File: config.mk
export PLATFORM = sky130hd
export DESIGN_NAME = sorted_list_insert_delete
export DESIGN_NICKNAME = d
export VERILOG_FILES = /design/src/slid_pkg.sv /design/src/slid_cell.sv /design/src/sorted_list_insert_delete.sv
export VERILOG_INCLUDE_DIRS = /design/src /design/src/src
export SDC_FILE = /design/constraint.sdc
export NUM_CORES = 2
export LEC_CHECK = 0
export ABC_AREA = 0
export BUFFER_PORTS_ARGS = -buffer_cell sky130_fd_sc_hd__buf_2
export CORE_MARGIN = 2
export CORE_UTILIZATION = 60
export DETAILED_ROUTE_END_ITERATION = 8
export PLACE_DENSITY = 0.77
export SETUP_SLACK_MARGIN = 0.4
export SLEW_MARGIN = 20
export SYNTH_ARGS = -nofsm -noshare
export SYNTH_HDL_FRONTEND = slang
export SYNTH_SLANG_ARGS = --single-unit
File: constraint.sdc
create_clock -name clk -period 14.6 [get_ports clk]
set_clock_uncertainty 0.15 [all_clocks]
set_input_delay 2.92 -clock clk [delete_from_list [all_inputs] [get_ports clk]]
set_output_delay 2.92 -clock clk [all_outputs]
set_load 0.05 [all_outputs]
File: src/sorted_list_insert_delete_defines.svh
// Assertion macros for the sorted list block.
// Used by sorted_list_insert_delete.sv; expects clk and rst in scope.
`ifndef SORTED_LIST_INSERT_DELETE_DEFINES_SVH
`define SORTED_LIST_INSERT_DELETE_DEFINES_SVH

// Same-cycle implication, gated off during reset.
`define SLID_ASSERT_NOW(lbl, ante, cons) \
  lbl: assert property (@(posedge clk) disable iff (rst) (ante) |-> (cons)) \
    else $error("sorted list check failed");

// Next-cycle implication, gated off during reset.
`define SLID_ASSERT_NEXT(lbl, ante, cons) \
  lbl: assert property (@(posedge clk) disable iff (rst) (ante) |=> (cons)) \
    else $error("sorted list check failed");

`endif

File: src/slid_pkg.sv
// Shared types and constants for the sorted list block.
// No dependencies; imported by slid_cell and sorted_list_insert_delete.
package slid_pkg;

  localparam int SLID_DEPTH = 16;
  localparam int VAL_W      = 32;
  localparam int CNT_OUT_W  = 5;

  typedef enum logic {
    CMD_INSERT = 1'b0,
    CMD_DELETE = 1'b1
  } cmd_t;

  typedef enum logic [1:0] {
    ST_INSERTED  = 2'd0,
    ST_DELETED   = 2'd1,
    ST_NOT_FOUND = 2'd2,
    ST_FULL      = 2'd3
  } status_t;

  // Operation token that walks down the chain, one cell per cycle.
  typedef struct packed {
    logic                    valid;
    cmd_t                    cmd;
    logic                    drop;   // insert into full list: touch nothing
    logic                    hit;    // insert placed / delete matched
    logic signed [VAL_W-1:0] value;
    logic signed [VAL_W-1:0] carry;  // value pushed right by an insert
  } tok_t;

endpackage

File: src/slid_cell.sv
// One storage cell of the sorted list chain: holds one entry and one token stage.
// Depends on slid_pkg.
module slid_cell
  import slid_pkg::*;
(
  input  logic                    clk,
  input  logic                    rst,
  input  logic                    occ,
  input  tok_t                    tin,
  input  logic                    right_pull,
  input  logic signed [VAL_W-1:0] right_entry,
  output tok_t                    tout,
  output logic                    pull,
  output logic signed [VAL_W-1:0] entry_out
);

  logic signed [VAL_W-1:0] entry;
  logic signed [VAL_W-1:0] entry_next;
  tok_t                    tok_next;

  always_comb begin
    tok_next   = tin;
    entry_next = entry;
    if (tin.valid && !tin.drop) begin
      case (tin.cmd)
        CMD_INSERT: begin
          if (tin.hit) begin
            // shift right: take the carried word, pass ours on
            entry_next     = tin.carry;
            tok_next.carry = entry;
          end else if (!occ || !(entry < tin.value)) begin
            entry_next     = tin.value;
            tok_next.carry = entry;
            tok_next.hit   = 1'b1;
          end
        end
        CMD_DELETE: begin
          if (!tin.hit && occ && (entry == tin.value)) begin
            tok_next.hit = 1'b1;
          end
        end
        default: begin
        end
      endcase
    end
    // close the gap left by a delete: take the right neighbor's word
    if (right_pull) begin
      entry_next = right_entry;
    end
  end

  assign pull      = tin.valid && !tin.drop && (tin.cmd == CMD_DELETE) && tin.hit;
  assign entry_out = entry;

  always_ff @(posedge clk) begin
    entry <= entry_next;
    if (rst) begin
      tout <= '0;
    end else begin
      tout <= tok_next;
    end
  end

endmodule

File: src/sorted_list_insert_delete.sv
// Sorted list of signed 32-bit values with insert and delete.
// Input channel: in_valid / in_stall with cmd (0 insert, 1 delete) and value.
// Output channel: out_valid / out_stall with status and entry_count.
// An insert goes ahead of equal values; a delete removes the first equal one.
// Each accepted word yields exactly one result word.
// An accepted word is registered as the operation token, which walks the chain
// of DEPTH cells one cell per cycle into a holding stage and then into the
// output register. One word is in the chain at a time: in_stall stays high until the
// result has moved into the output register.
// A stalled result holds in the output register; the next input word can be
// accepted while it waits, and its own result waits in a holding stage.
// Reset (rst, synchronous, active high) empties the list and clears both
// channels; no clearing pass is needed. Depends on slid_pkg, slid_cell and
// sorted_list_insert_delete_defines.svh.
`include "sorted_list_insert_delete_defines.svh"

module sorted_list_insert_delete
  import slid_pkg::*;
#(
  parameter int DEPTH = SLID_DEPTH
) (
  input  logic                        clk,
  input  logic                        rst,
  input  logic                        in_valid,
  output logic                        in_stall,
  input  logic                        cmd,
  input  logic signed [VAL_W-1:0]     value,
  output logic                        out_valid,
  input  logic                        out_stall,
  output logic [1:0]                  status,
  output logic [CNT_OUT_W-1:0]        entry_count
);

  localparam int CW = $clog2(DEPTH + 1);

  logic          busy;
  logic [CW-1:0] count;
  logic [CW-1:0] count_next;
  tok_t          head;
  tok_t          head_next;
  logic          in_acc;

  tok_t                    tin_v   [DEPTH];
  tok_t                    tout_v  [DEPTH];
  logic                    pull_v  [DEPTH];
  logic                    rpull_v [DEPTH];
  logic signed [VAL_W-1:0] ent_v   [DEPTH];
  logic signed [VAL_W-1:0] rent_v  [DEPTH];
  logic [DEPTH-1:0]        occ;

  tok_t    last;
  logic    tail_valid;
  status_t tail_status;
  status_t st_next;
  logic    move;

  assign in_stall = busy;
  assign in_acc   = in_valid && !in_stall;

  always_comb begin
    head_next       = '0;
    head_next.valid = in_acc;
    head_next.cmd   = cmd_t'(cmd);
    head_next.value = value;
    head_next.hit   = 1'b0;
    head_next.drop  = (cmd_t'(cmd) == CMD_INSERT) && (count == CW'(DEPTH));
  end

  generate
    for (genvar k = 0; k < DEPTH; k++) begin : g_cell
      assign occ[k] = (CW'(k) < count);
      if (k == 0) begin : g_first
        assign tin_v[k] = head;
      end else begin : g_mid
        assign tin_v[k] = tout_v[k-1];
      end
      if (k == DEPTH - 1) begin : g_last
        assign rpull_v[k] = 1'b0;
        assign rent_v[k]  = '0;
      end else begin : g_inner
        assign rpull_v[k] = pull_v[k+1];
        assign rent_v[k]  = ent_v[k+1];
      end
      slid_cell u_cell (
        .clk         (clk),
        .rst         (rst),
        .occ         (occ[k]),
        .tin         (tin_v[k]),
        .right_pull  (rpull_v[k]),
        .right_entry (rent_v[k]),
        .tout        (tout_v[k]),
        .pull        (pull_v[k]),
        .entry_out   (ent_v[k])
      );
    end
  endgenerate

  assign last = tout_v[DEPTH-1];
  assign move = tail_valid && (!out_valid || !out_stall);

  always_comb begin
    count_next = count;
    st_next    = ST_NOT_FOUND;
    if (last.drop) begin
      st_next = ST_FULL;
    end else if (last.cmd == CMD_INSERT) begin
      st_next    = ST_INSERTED;
      count_next = count + CW'(1);
    end else if (last.hit) begin
      st_next    = ST_DELETED;
      count_next = count - CW'(1);
    end
  end

  always_ff @(posedge clk) begin
    if (rst) begin
      head        <= '0;
      busy        <= 1'b0;
      count       <= '0;
      tail_valid  <= 1'b0;
      out_valid   <= 1'b0;
    end else begin
      head <= head_next;
      if (in_acc) begin
        busy <= 1'b1;
      end else if (move) begin
        busy <= 1'b0;
      end
      // token leaves the chain: commit the count, hold the result
      if (last.valid) begin
        count       <= count_next;
        tail_valid  <= 1'b1;
        tail_status <= st_next;
      end else if (move) begin
        tail_valid <= 1'b0;
      end
      if (move) begin
        out_valid   <= 1'b1;
        status      <= tail_status;
        entry_count <= CNT_OUT_W'(count);
      end else if (!out_stall) begin
        out_valid <= 1'b0;
      end
    end
  end

  `SLID_ASSERT_NOW(a_count_bound, 1'b1, count <= CW'(DEPTH))
  `SLID_ASSERT_NOW(a_idle_empty, !busy, !tail_valid && !head.valid && !last.valid)
  `SLID_ASSERT_NEXT(a_accept_busy, in_acc, busy && head.valid)
  `SLID_ASSERT_NEXT(a_insert_grows, last.valid && !last.drop && (last.cmd == CMD_INSERT),
                    count == $past(count) + CW'(1))

endmodule

# ---- After elaboration in Yosys (flattened, before gate mapping)
# Index checks and enable logic that the tools add are counted.
dict set report classes {
  n_mux 226
  bitwise 19
  n_lt_le_gt_ge 32
  n_eq_ne 34
  n_reduce_logical 217
  addsub 2
}
# op count
set op_table {}
lappend op_table {{$mux 32} 137}
lappend op_table {{$eq 32x32->1} 16}
lappend op_table {{$lt 32x32->1} 16}
lappend op_table {{$logic_and 1x1->1} 81}
lappend op_table {{$mux 1} 69}
lappend op_table {{$logic_not 1->1} 67}
lappend op_table {{$reduce_and 3->1} 17}
lappend op_table {{$reduce_bool 3->1} 15}
lappend op_table {{$lt 4x5->1 const A} 8}
lappend op_table {{$reduce_bool 2->1} 18}
lappend op_table {{$ne 2x1->1 const B} 16}
lappend op_table {{$pmux 1 s2} 16}
lappend op_table {{$lt 3x5->1 const A} 4}
lappend op_table {{$not 1->1} 19}
lappend op_table {{$logic_or 1x1->1} 17}
lappend op_table {{$lt 1x5->1 const A} 2}
lappend op_table {{$lt 2x5->1 const A} 2}
lappend op_table {{$mux 5} 2}
lappend op_table {{$add 5x1->5 const B} 1}
lappend op_table {{$eq 5x5->1 const B} 1}
lappend op_table {{$sub 5x1->5 const B} 1}
lappend op_table {{$mux 2} 2}
lappend op_table {{$reduce_and 2->1} 2}
lappend op_table {{$ne 2x2->1 const B} 1}
dict set report word_totals {
  inputBits 37
  register_bits 1621
  out_inout_bits 9
  elab_cells 653
}

# ---- Logic depth before layout (Yosys ltp)
dict set report logic_depth {
  word_depth 8
  mapped_depth 11
  depth_no_buf 9
}

# ---- By module
# From an unflattened synthesis, not the netlist that was laid out.
dict set report unflattened {
  hier_cells 6878
  area_unflattened_um2 72677.2
}
# mod cells_per_inst area_per_inst_um2 instances seq_area_each_um2
set modules_own_cells {}
lappend modules_own_cells {{slid_cell (g_cell[0].u_cell ...)} 420 4421.7 13 2322.2}
lappend modules_own_cells {{slid_cell (g_cell[7].u_cell ...)} 417 4441.8 3 2322.2}
lappend modules_own_cells {sorted_list_insert_delete 167 1869.3 1 1131.1}

# ---- Worst setup path before layout
# OpenSTA, ideal clock, no wires.
dict set report synth_timing {
  path_type {register -> register}
  startpoint {reg g_cell[14].u_cell.entry[14]}
  endpoint {reg g_cell[14].u_cell.entry[0] (enable)}
  setup_time_ns 0.470
  t_arrival_ns 4.156
  synth_period_minus_slack_ns 4.776
  path_slack_ns 9.824
  path_stages_with_launch 8
  required_time_ns 13.980
  path_cell_list {edfxtp_1 -> ha_1 -> nand4_1 -> nor4_2 -> a21boi_0 -> o311a_1 -> and4b_4 -> o31ai_1}
}
dict set report synth_between {
  elab_chain_cells 5
}
# item line_no
set synth_lines {}
lappend synth_lines {{start: declaration} slid_cell.sv:17} ;# logic signed [VAL_W-1:0] entry;
lappend synth_lines {{start signal: assignment} slid_cell.sv:56} ;# entry <= entry_next;
lappend synth_lines {{$lt 32x32->1} slid_cell.sv:31} ;# end else if (!occ || !(entry < tin.value)) begin
lappend synth_lines {{$logic_not 1->1} slid_cell.sv:31}
lappend synth_lines {{$logic_or 1x1->1} slid_cell.sv:31}
lappend synth_lines {{$reduce_bool 3->1 (no line)} --}
lappend synth_lines {{$reduce_and 3->1 (no line)} --}
# No other way between the ends.
# A chain may end at the register's enable or synchronous reset.

==> out/metrics.yaml <==
outcome: "completed"
path_class: "in -> reg"
fp-row-count: 129
netlist_top_cells_count: "1067 x dfxtp_1, 993 x nor2_1, 901 x nand2b_1, 897 x mux2i_1, 664 x a21oi_1"
die_width_microns: 358
io_buffers: 45
dr.pass1.iters: 7
max_freq_ghz: 0.160
cts.sink_count: 1588
clockPowerShare_pct: 46.0
vias: 52800
report.final.slew_viol_count: 0
dpl.hpwl_mm: 134
syn_nets: 8006
place_congestion: 0.879
syn_area_sq_um: 75200
synthCells: 7453
ys_ff_latch: 1588
routedWlPerCell_microns: 20.6
p_int_mw: 7.08
grt_pass1_wl_mm: 293
dieArea_sq_um: 128000
fin_hold_ws_ns: 0.266
grt_start_max_net_pins: 285
track_usage_pct: 29.1
p_sw_mw: 1.89
yosysWarnings: 0
cts_tree: "yes"
synth_edf_count: 521
ys_top_cells_by_area: "dfxtp_1 28%, edfxtp_1 21%, mux2i_1 12%"
final_antenna_net_count: 0
drcViolationCount: 0
final_nets: 7892
cts-htree-levels: 4
cts.repair.resized: 0
io-pin-count: 46
synth_area_leader_cell: "dfxtp_1"
avgViaCountPerCell: 5.80
vdd_ir_drop_max_v: 0.000135
ys_seq_area_share_pct: 49.2
cts_setup_buffers: 0
clk_pin_slew_ns: 0.06
clkLatencyLatePin_ns: 0.79
start_kind: "input port"
area_growth_pct: 8.57
synth_flop_cell: "dfxtp_1"
cap_viol_max_count: 0
synth.most_common_cell: "dfxtp_1"
dpl.cell_count: 8815
die_h_microns: 358
ctsHoldBuffers: 0
first_global_vias: 53000
period_share_pct: 42.9
overflow: 0
rsz0062_at_grt: "no"
power_frac_seq_pct: 51.3
switching_share_pct: 21.0
fill_cells: 9676
synth_cell_type_count: 79
synth.avg_cell_area_sq_um: 10.1
final_layout_size_suffix_gt1_share_pct: 6.38
worstSetupEndpointType: "flip-flop"
routed_wl_mm: 188
finalSetupViolCount: 0
path_max_fanout: 284
async_flop_share_pct: 0
drtIter0Drc: 4567
postLayoutCoreUtil_pct: 65.8
root_buffer: "clkbuf_16"
hold_viol: 0
slew_headroom_pct: 23.0
pwr-share-comb_pct: 2.7
grt_antenna_before_repair: 1
power.density_nw_per_um2: 110
core_area_sq_um: 124000
start_util_pct: 60.6
critPathArrivalTime_ns: 6.73
tightestPinTransition_ns: 1.16
min_period_ns: 6.26
cts_inserted_buffers: 159
hold_path_class: "reg -> reg"
crit_required_ns: 15.07
synth_top_area_share_pct: 28.4
fin_tns_setup_ns: 0
p_leak_nw: 29.7
cts.path.max_buffers: 3
finalNonFillerCells: 9110
==> placed cells by master, fill, tap and decap left out, types with 9 or more instances in the layout <==
master,netlist,routed
dfxtp_1,1067,1052
nor2_1,993,993
nand2b_1,901,901
mux2i_1,897,897
a21oi_1,664,664
inv_1,538,538
edfxtp_1,521,521
ha_1,516,516
nand2_1,175,170
clkbuf_16,0,166
nor2b_1,113,113
nand4_1,92,92
o21ai_0,90,90
buf_4,14,61
nand3_1,57,56
buf_2,6,44
nor3_1,44,43
clkbuf_1,286,43
and2_1,37,37
mux2_2,33,33
a21o_1,32,32
clkbuf_8,0,31
clkinv_2,0,25
o211ai_1,22,22
a211oi_1,17,17
nor4_1,17,17
nand4b_1,16,16
a221oi_1,16,16
or3b_2,15,15
nand3b_1,15,15
dfxtp_2,0,13
o21a_1,11,11
clkinv_1,0,11
or2_2,10,10
a31oi_1,10,10
nor4_2,9,9
bufinv_16,0,9
==> registers in the layout, summed over array words and instances (netlist names), 2 cells and up <==
signal / count
g_cell.u_cell.tout: 1024
count: 5
status: 2
entry_count: 5
g_cell.u_cell.entry_out: 512
head: 35
tail_status: 2
==> metal layers <==
| layer | global-route usage, % | vias to the layer above | part of all wire (%) |
|---|---|---|---|
| met5 | 0 | - | 0 |
| met4 | 13.1 | 0 | 4.5 |
| met3 | 4.07 | 460 | 4.9 |
| met2 | 50.4 | 1533 | 50 |
| met1 | 36.0 | 25700 | 41 |
| li1 | - | 25100 | - |
==> kinds of logic (layout without fill, tap and decap cells) <==
family                     Yosys count  after routing  synth area share [%]
muxes                              930            930                  12.4
other                                0              1                     0
adders and majority gates          516            516                  8.58
DFF                               1588           1588                  49.2
AOI/OAI and AO/OA                  951            951                  7.24
and+or+nand+nor                   2539           2539                  17.5
buffers and inverters              922            941                  5.00
xor gates and xnor gates             7              7                0.0815
==> critical path: stages <==
cell	delay, ns
buf_8	0.50
buf_4	0.91
buf_12	0.62
buf_4	0.94
nand2b_1	0.21
mux2i_1	0.09
==> cell type report <==
| cell class | count | area [sq um] | share of cell area, % |
|---|---|---|---|
| Antenna cell | 1 | 2.50 | 0.00306 |
| Clock buffer | 240 | 4740 | 5.81 |
| Clock inverter | 54 | 527 | 0.645 |
| Inverter | 538 | 2020 | 2.47 |
| Multi-Input combinational cell | 4943 | 34600 | 42.3 |
| Sequential cell | 1588 | 37000 | 45.3 |
| Tap cell | 1637 | 2050 | 2.51 |
| Timing Repair Buffer | 109 | 744 | 0.912 |
==> per-stage QoR <==
| step | power (mW) | worst slack (ns) | area [sq um] |
|---|---|---|---|
| 2_1_floorplan | 4.88 | 9.82 | 75200 |
| 3_3_place_gp | 4.93 | 7.87 | 76400 |
| 3_5_place_dp | 4.94 | 7.76 | 76400 |
| 4_1_cts | 9.01 | 8.58 | 81700 |
| 5_1_grt | 9.21 | 8.08 | 81700 |
| 6_report | 8.97 | 8.34 | 81700 |
==> final timing paths <==
path,slack (ns),depth (start not counted),startpoint,end
worst max-delay path,8.34,6,rst,g_cell[10].u_cell.tout[12]
worst min-delay path,0.27,0,tail_status[1],status[1]
worst max register to register,9.99,8,count[1],g_cell[1].u_cell.entry_out[27]
worst min register to register,0.27,0,tail_status[1],status[1]
==> power groups by stage <==
stage          clock, mW  sequential (mW)  combinational (mW)
3_3_place_gp           0             4.69               0.232
3_5_place_dp           0             4.70               0.241
4_1_cts             4.17             4.60               0.242
6_report            4.12             4.60               0.244
5_1_grt             4.35             4.60               0.268
2_1_floorplan          0             4.68               0.194
Power figures use the tool's default switching activity.
